==> src/design/sv39pmb_pkg.sv <==
package sv39pmb_pkg;

    // Field widths
    localparam int VA_W     = 27;
    localparam int PPN_W    = 44;
    localparam int PERM_W   = 4;
    localparam int ADDR_W   = 56;
    localparam int ENTRY_W  = 54;
    localparam int IDX_W    = 9;
    localparam int ADDED_W  = 2;

    // Table geometry
    localparam int ENTRIES_PER_TABLE = 512;
    localparam int POOL_PAGES_DEF    = 64;

    localparam logic [PPN_W-1:0] BASE_RESET = 44'h000_0008_0000;

    typedef struct packed {
        logic [VA_W-1:0]   virtual_page;
        logic [PPN_W-1:0]  physical_page;
        logic [PERM_W-1:0] permissions;
    } req_t;

    typedef struct packed {
        logic              status;
        logic [ADDR_W-1:0] entry_address;
        logic [ENTRY_W-1:0] entry_value;
        logic [ADDED_W-1:0] tables_added;
    } rsp_t;

    // Controller -> datapath
    typedef struct packed {
        logic accept;     // capture request
        logic rd_root;    // read root[vpn2]
        logic rd_mid;     // read level-1 table[vpn1]
        logic ev_root;    // follow root entry
        logic ev_mid;     // follow level-1 entry
        logic check;      // pool capacity check
        logic clr;        // zero one entry of the page being cleared
        logic clr_root;   // clear targets page 0 (post-reset pass)
        logic link_top;   // write root pointer to new page
        logic link_mid;   // write level-1 pointer to new page
        logic wr_leaf;    // write leaf entry
        logic load_out;   // load result register
    } cmd_t;

    // Datapath -> controller
    typedef struct packed {
        logic       hit;       // entry valid and inside allocated pool
        logic       clr_last;  // last entry of page clear
        logic [1:0] need;      // pages still to allocate
        logic       fail;      // pool would overflow
    } sts_t;

endpackage

==> src/design/sv39pmb_ctrl.sv <==
module sv39pmb_ctrl (
    input  logic               aclk,
    input  logic               aresetn,
    input  logic               s_valid,
    output logic               s_ready,
    output logic               m_valid,
    input  logic               m_ready,
    input  sv39pmb_pkg::sts_t  sts,
    output sv39pmb_pkg::cmd_t  cmd
);

    localparam logic [3:0] ST_INIT  = 4'd0;
    localparam logic [3:0] ST_IDLE  = 4'd1;
    localparam logic [3:0] ST_RD2   = 4'd2;
    localparam logic [3:0] ST_EV2   = 4'd3;
    localparam logic [3:0] ST_RD1   = 4'd4;
    localparam logic [3:0] ST_EV1   = 4'd5;
    localparam logic [3:0] ST_CHK   = 4'd6;
    localparam logic [3:0] ST_CLR1  = 4'd7;
    localparam logic [3:0] ST_LINK1 = 4'd8;
    localparam logic [3:0] ST_CLR0  = 4'd9;
    localparam logic [3:0] ST_LINK0 = 4'd10;
    localparam logic [3:0] ST_LEAF  = 4'd11;
    localparam logic [3:0] ST_DONE  = 4'd12;

    logic [3:0] state_reg, state_next;
    logic       m_valid_reg, m_valid_next;

    always_comb begin
        state_next = state_reg;
        cmd        = '0;
        s_ready    = 1'b0;
        case (state_reg)
            ST_INIT: begin
                cmd.clr      = 1'b1;
                cmd.clr_root = 1'b1;
                if (sts.clr_last) begin
                    state_next = ST_IDLE;
                end
            end
            ST_IDLE: begin
                s_ready = 1'b1;
                if (s_valid) begin
                    cmd.accept = 1'b1;
                    state_next = ST_RD2;
                end
            end
            ST_RD2: begin
                cmd.rd_root = 1'b1;
                state_next  = ST_EV2;
            end
            ST_EV2: begin
                cmd.ev_root = 1'b1;
                state_next  = sts.hit ? ST_RD1 : ST_CHK;
            end
            ST_RD1: begin
                cmd.rd_mid = 1'b1;
                state_next = ST_EV1;
            end
            ST_EV1: begin
                cmd.ev_mid = 1'b1;
                state_next = ST_CHK;
            end
            ST_CHK: begin
                cmd.check = 1'b1;
                if (sts.fail) begin
                    state_next = ST_DONE;
                end else if (sts.need == 2'd2) begin
                    state_next = ST_CLR1;
                end else if (sts.need == 2'd1) begin
                    state_next = ST_CLR0;
                end else begin
                    state_next = ST_LEAF;
                end
            end
            ST_CLR1: begin
                cmd.clr = 1'b1;
                if (sts.clr_last) begin
                    state_next = ST_LINK1;
                end
            end
            ST_LINK1: begin
                cmd.link_top = 1'b1;
                state_next   = ST_CLR0;
            end
            ST_CLR0: begin
                cmd.clr = 1'b1;
                if (sts.clr_last) begin
                    state_next = ST_LINK0;
                end
            end
            ST_LINK0: begin
                cmd.link_mid = 1'b1;
                state_next   = ST_LEAF;
            end
            ST_LEAF: begin
                cmd.wr_leaf = 1'b1;
                state_next  = ST_DONE;
            end
            ST_DONE: begin
                if (!m_valid_reg || m_ready) begin
                    cmd.load_out = 1'b1;
                    state_next   = ST_IDLE;
                end
            end
            default: begin
                state_next = ST_INIT;
            end
        endcase
    end

    always_comb begin
        m_valid_next = m_valid_reg;
        if (cmd.load_out) begin
            m_valid_next = 1'b1;
        end else if (m_ready) begin
            m_valid_next = 1'b0;
        end
    end

    always_ff @(posedge aclk) begin
        if (!aresetn) begin
            state_reg   <= ST_INIT;
            m_valid_reg <= 1'b0;
        end else begin
            state_reg   <= state_next;
            m_valid_reg <= m_valid_next;
        end
    end

    assign m_valid = m_valid_reg;

endmodule

==> config.mk <==
export PLATFORM = sky130hd
export DESIGN_NAME = sv39pmb_ctrl
export DESIGN_NICKNAME = d
export VERILOG_FILES = /design/src/design/sv39pmb_pkg.sv /design/src/design/sv39pmb_ctrl.sv
export SDC_FILE = /design/constraint.sdc
export NUM_CORES = 1
export LEC_CHECK = 0
export BUFFER_PORTS_ARGS = -buffer_cell sky130_fd_sc_hd__buf_2
export CAP_MARGIN = 0
export CORE_MARGIN = 2
export CORE_UTILIZATION = 23
export DETAILED_ROUTE_END_ITERATION = 12
export PLACE_DENSITY = 0.51
export RECOVER_POWER = 100
export SETUP_SLACK_MARGIN = 0.2
export SYNTH_ARGS = -nofsm -noshare
export SYNTH_HDL_FRONTEND = slang
export SYNTH_SLANG_ARGS = --single-unit
export TNS_END_PERCENT = 20
==> constraint.sdc <==
create_clock -name aclk -period 1.4 [get_ports aclk]
set_clock_uncertainty 0.2 [all_clocks]
set_input_delay 0.07 -clock aclk [delete_from_list [all_inputs] [get_ports aclk]]
set_output_delay 0.07 -clock aclk [all_outputs]
set_load 0.005 [all_outputs]
==> impl_results.md, run 1 <==
* Initial antenna violation count at 0
* Top-Level Pins at 23
* Hold/Removal Path Class: in2reg
* Share of cells above drive strength 1 at 0.636
* Ranking of synthesized cells by area: dfxtp_1 (18%), nand2b_1 (5.6%), nor3_1 (5.4%), nand2_1 (5.4%), o22ai_2 (4.5%)
* Synth warnings at 0
* Global-route wire length before repair at 2560 um
* Final Hold Viols at 0
* Synth Instances at 70
* Failing checks: negative setup slack
* Dominant synthesized flop cell: dfxtp_1
* Clk sinks at 5
* Gr usage total at 0.120
* Post-layout min period at 1.53 ns
* ANT nets after route at 0
* WHS Path Cells at 3
* DRC viols at 0
* Drt first pass iters at 4
* Setup Viol. Count Final at 15
* PwrDens at 822 nW/um2
* Cell Area, Placed at 772 um2
* Reg2Reg Setup Slack at -0.12 ns
* Sequential fraction of the synthesis area at 0.179
* Setup CP Type: reg2out
* # H-tree levels at 1
* Final Slew Violations at 0
* Hold Path Origin: m_ready
* Outcome: complete, but fails checks
* Syn avg cell area at 8.01 um2
* Reg2reg end: state_reg[0]
* CP max FO at 6
* Total gr overflow at 0
* CTS tree: done
* Inserted Clock Buffers at 3
* WL per Instance at 12.3 um
* Vias per cell at 4.69
* PortBufs at 22
* Nets at 120
* Vias post-DR at 647
* Crit path capture type: output pin
* Startpoint Class: flop
* Post-synth top area cell: dfxtp_1
* EDFF count, synth at 0
* FF-to-FF path depth at 5
* Synth unique cells at 35
* Initial Util at 0.249
* Critical Path RT at 1.13 ns
* #FFs+latches synth at 5
* Period utilisation layout at 1.09
* Static Leak at 0.473 nW
* Clk_lat worst skew at 0.24 ns
* Core area at 2250 um2
* Yosys top cell area share at 0.179
* CP arrival at 1.26 ns
* Fin worst setup slack at -0.129 ns
* Hold Path Sink: m_valid
* Syn_nets at 79
* WL final at 1690 um
* # diodes at 0
* DR iter-0 viols at 8
* FFs w/ async S/R, synth at 0
* Clk slew on worst S/H paths at 0.04 ns
* Design area at 1000 um2
* FP Rows at 17
* Pin slew with the least headroom to its limit at 0.428 ns
* RePlAce Congestion at 0.756
* Clk buf depth at 2
* Post-DP HPWL at 1160 um
* Reg2reg start: state_reg[0]
* Maximum vdd drop at 0.342 mV
* Die height at 53.4 um
* Slew headroom at 0.714
* Max-Cap Viols at 0
* CTS root buf: clkbuf_4
* Largest net degree at the start of global routing at 12
* F_max at 654 MHz
* Final core occ at 0.444
* DIE WIDTH at 53.4 um
* DIE AREA at 2850 um2
* RSZ-0062 raised after global routing: true
* Synthesized area at 561 um2
* Place WS at -0.128 ns
* Synth-to-layout area growth at 78.6%
* Max FFs per register at 4
* Vias in the first global route at 616
cells in the final DEF (no fill, tap or decap), types with 3 or more instances in the layout:
cell type / netlist / final
buf_2: 2 / 21
buf_4: 2 / 11
buf_6: 2 / 6
clkbuf_4: 0 / 3
dfxtp_4: 0 / 4
nand2_1: 8 / 7
nand2b_4: 0 / 3
nor2_1: 6 / 5
nor3_2: 0 / 3
o21ai_0: 4 / 4
power breakdown:
part	internal [mW]	switching, mW	total (mW)
Sequential	0.160	0.0225	0.183
Clock	0.108	0.0597	0.168
Combinational	0.254	0.218	0.473
per-layer routing:
layer / global-route usage / part of all wire / up-vias
met2: 0.212 / 0.52 / 12
met1: 0.152 / 0.44 / 303
li1: - / - / 332
met3: 0.0169 / 0.032 / 0
met4: 0.0256 / 0 / 0
met5: 0 / 0 / -
logic make-up after synthesis:
kind of cell / after synthesis / share of synthesized area
compound gates: 18 / 0.288
buf+inv: 8 / 0.0982
xor+xnor: 1 / 0.0156
mux: 2 / 0.0446
flops: 5 / 0.179
simple gates: 36 / 0.375
cell type report:
class	instances	area, um2
tap	28	35.0
multi-input combinational	57	518
clock buffer	4	26.3
fill	229	1250
sequential	5	115
timing repair buffer	42	299
inverter	2	7.51
cells in the mapped netlist, drive strengths merged (2+ instances only):
cell type	number
nand2b	5
o21ai	5
buf	6
o22ai	2
a21boi	2
dfxtp	5
inv	2
nand2	9
nor2	7
a21oi	2
nor2b	2
nor3	6
worst max path at each step:
stage | from | cells past startpoint | to | slack [ns]
floorplan | state_reg[0] | 4 | state_reg[1] | -0.005
global placement | state_reg[3] | 4 | state_reg[1] | -0.1
detailed placement | state_reg[3] | 4 | state_reg[1] | -0.13
CTS | state_reg[0] | 6 | cmd[11] | -0.16
global route | state_reg[0] | 5 | state_reg[0] | -0.20
finish | state_reg[0] | 5 | cmd[0] | -0.13
worst max-delay path, stage by stage, from the launching register on:
cell	delay, ns
dfxtp_4	0.35
buf_12	0.13
nand4bb_4	0.23
buf_6	0.14
nor2_4	0.06
buf_2	0.10
repair_timing:
item                                    CTS  global route
pin swaps                                 6             8
endpoints found under the setup margin   18            18
hold buffers                              2             0
buffers inserted                          4             1
gates resized for setup                  21             9
hold endpoints to repair                  5             0
per-stage QoR:
stage          cells  total power, mW  hold slack [ns]   TNS, ns
2_1_floorplan     70            0.401          0.00831  -0.00610
3_3_place_gp     127            0.549            0.188    -0.227
3_5_place_dp     127            0.546            0.188    -0.399
4_1_cts          137            0.807          -0.0156     -1.30
5_1_grt          138            0.884           0.0771     -2.10
6_report         138            0.823           0.0340     -1.02
Power figures use the tool's default switching activity.
==> run 2: changes to the inputs <==
Settings changed: CORE_MARGIN 2 to 5.
==> impl_results.md, run 2 (synthesis results as in run 1) <==
* Slowest cell on crit path: dfxtp_4
* RePlAce Congestion at 0.801 (+5.9%)
* Most frequent cells in the layout: buf_2 (22), buf_4 (14), buf_6 (6)
* Setup CP Type: reg2reg
* Post-layout min period at 1.49 ns (-0.0433 ns)
* Hold_buf cts at 2 (unchanged)
* Hold_ws at -0.0192 ns (-0.0532 ns)
* Hold/Removal Path Class: in2reg
* Clk slew on worst S/H paths at 0.04 ns (about the same)
* Startpoint Class: flop
* Outcome: complete, but fails checks
* Most common cell after layout, fill and taps aside: buf_2
* Period utilisation layout at 1.06 (-0.0309)
* Worst path cell trace: mux2_4 > o21ai_4 > buf_4 > a21oi_4 > o22ai_2
* Max-Cap Viols at 0 (unchanged)
* F_max at 673 MHz (+2.9%)
* Clk_lat worst skew at 0.24 ns (about the same)
* Nets at 124 (+3.3%)
* Clk buf depth at 2 (unchanged)
* Inserted Clock Buffers at 3 (unchanged)
* CTS tree: done
* Maximum vdd drop at 0.581 mV (+70%)
* Slew headroom at 0.807 (+0.0932)
* Initial Util at 0.246 (-0.00232)
* ANT nets after route at 0 (unchanged)
* PortBufs at 22 (unchanged)
* FP Rows at 17 (unchanged)
* DRC viols at 0 (unchanged)
* # diodes at 0 (unchanged)
* Clk sinks at 5 (unchanged)
* Seq pwr share at 0.225 (+0.003)
* Share of cells above drive strength 1 at 0.658 (+0.0215)
* Critical Path RT at 1.36 ns (+0.23 ns)
* FILL cells at 216 (-5.7%)
* Vias in the first global route at 634 (+2.9%)
* Pin slew with the least headroom to its limit at 0.288 ns (-0.139 ns)
* Vias post-DR at 648 (+0.15%)
* Vias per cell at 4.56 (-2.7%)
* Setup TNS at -0.508 ns (+0.516 ns)
* Crit-path max cell delay at 0.38 ns (+0.03 ns)
* Core area at 2280 um2 (+0.94%)
* WL final at 1640 um (-3.2%)
* Top-Level Pins at 23 (unchanged)
* DIE AREA at 3520 um2 (+24%)
* DR iter-0 viols at 10 (+2)
* Initial antenna violation count at 0 (unchanged)
* Psw at 0.305 mW (+1.5%)
* Total gr overflow at 0 (unchanged)
* WL per Instance at 11.5 um (-6.0%)
* Drt first pass iters at 2 (-2)
* CP arrival at 1.45 ns (+0.19 ns)
* # H-tree levels at 1 (unchanged)
* Combinational group share of total power at 0.578 (+0.004)
* Crit path capture type: flop
* Int Pwr at 0.523 mW (+0.18%)
* Max FFs per register at 4 (unchanged)
* PwrDens at 816 nW/um2 (-0.81%)
* Clk pwr share at 0.197 (-0.007)
* DIE WIDTH at 59.4 um (+11%)
* Largest net degree at the start of global routing at 11 (-1)
* Global-route wire length before repair at 2690 um (+5.2%)
* Static Leak at 0.501 nW (+5.9%)
* CTS root buf: clkbuf_4
* Fin worst setup slack at -0.0860 ns (+0.0433 ns)
* Synth-to-layout area growth at 81.2%
* Failing checks: negative hold slack, negative setup slack
* Setup Viol. Count Final at 10 (-5)
* Gr usage total at 0.0978 (-0.0222)
* Die height at 59.4 um (+11%)
* Net Sw Frac at 0.368 (+0.00315)
* RSZ-0062 raised after global routing: true
* Post-DP HPWL at 1260 um (+8.6%)
* Final Slew Violations at 0 (unchanged)
* CP max FO at 6 (unchanged)
* Final Hold Viols at 1 (+1)
run 2: area by class of cell:
class / count / area [um2] / share of cell area
timing repair buffer: 46 / 330 / 0.325
tap: 28 / 35.0 / 0.0345
inverter: 2 / 10.0 / 0.00985
multi-input combinational: 57 / 502 / 0.494
clock buffer: 4 / 26.3 / 0.0259
sequential: 5 / 113 / 0.111
run 2: metal layers:
layer | wire length [um] | up-vias | GRT usage
met5 | 0 | - | 0
met2 | 817 | 13 | 0.145
met3 | 87 | 0 | 0.0327
li1 | - | 345 | -
met1 | 735 | 290 | 0.131
met4 | 0 | 0 | 0.0324
run 2: final timing paths:
| check | start | to | slack, ns | cells past startpoint |
|---|---|---|---|---|
| hold / removal | m_ready | m_valid | -0.02 | 3 |
| setup / recovery | state_reg[0] | state_reg[3] | -0.09 | 5 |
| hold reg to reg | state_reg[3] | state_reg[3] | 0.35 | 2 |
| setup reg to reg | state_reg[0] | state_reg[3] | -0.09 | 5 |
run 2: power groups by stage:
stage / logic [mW] / clock network, mW / registers (mW)
2_1_floorplan: 0.218 / 0 / 0.183
3_3_place_gp: 0.358 / 0 / 0.190
3_5_place_dp: 0.358 / 0 / 0.190
4_1_cts: 0.439 / 0.174 / 0.188
5_1_grt: 0.522 / 0.185 / 0.190
6_report: 0.479 / 0.163 / 0.186
run 2: worst max-delay path, delay by kind of cell (launching register included):
kind | cells | cell delay, ns
AOI/OAI and AO/OA | 3 | 0.37
muxes | 1 | 0.32
DFF | 1 | 0.38
buffers and inverters | 1 | 0.15
run 2: timing repair:
item / 4_1_cts / 5_1_grt
setup buffers: 4 / 2
endpoints found under the setup margin: 18 / 18
gates resized for setup: 21 / 12
pin swaps: 5 / 4
endpoints found under the hold margin: 5 / 1
run 2: per-stage QoR:
stage | instance area, um2 | power [mW] | std cells | utilization | setup WS (ns)
after floorplan | 564 | 0.401 | 70 | - | -0.00471
after global placement | 782 | 0.549 | 130 | 0.344 | -0.0902
after detailed placement | 782 | 0.548 | 130 | 0.344 | -0.117
after CTS | 945 | 0.801 | 140 | 0.415 | -0.149
after global routing | 1020 | 0.897 | 142 | 0.446 | -0.164
final | 1020 | 0.829 | 142 | 0.446 | -0.0860
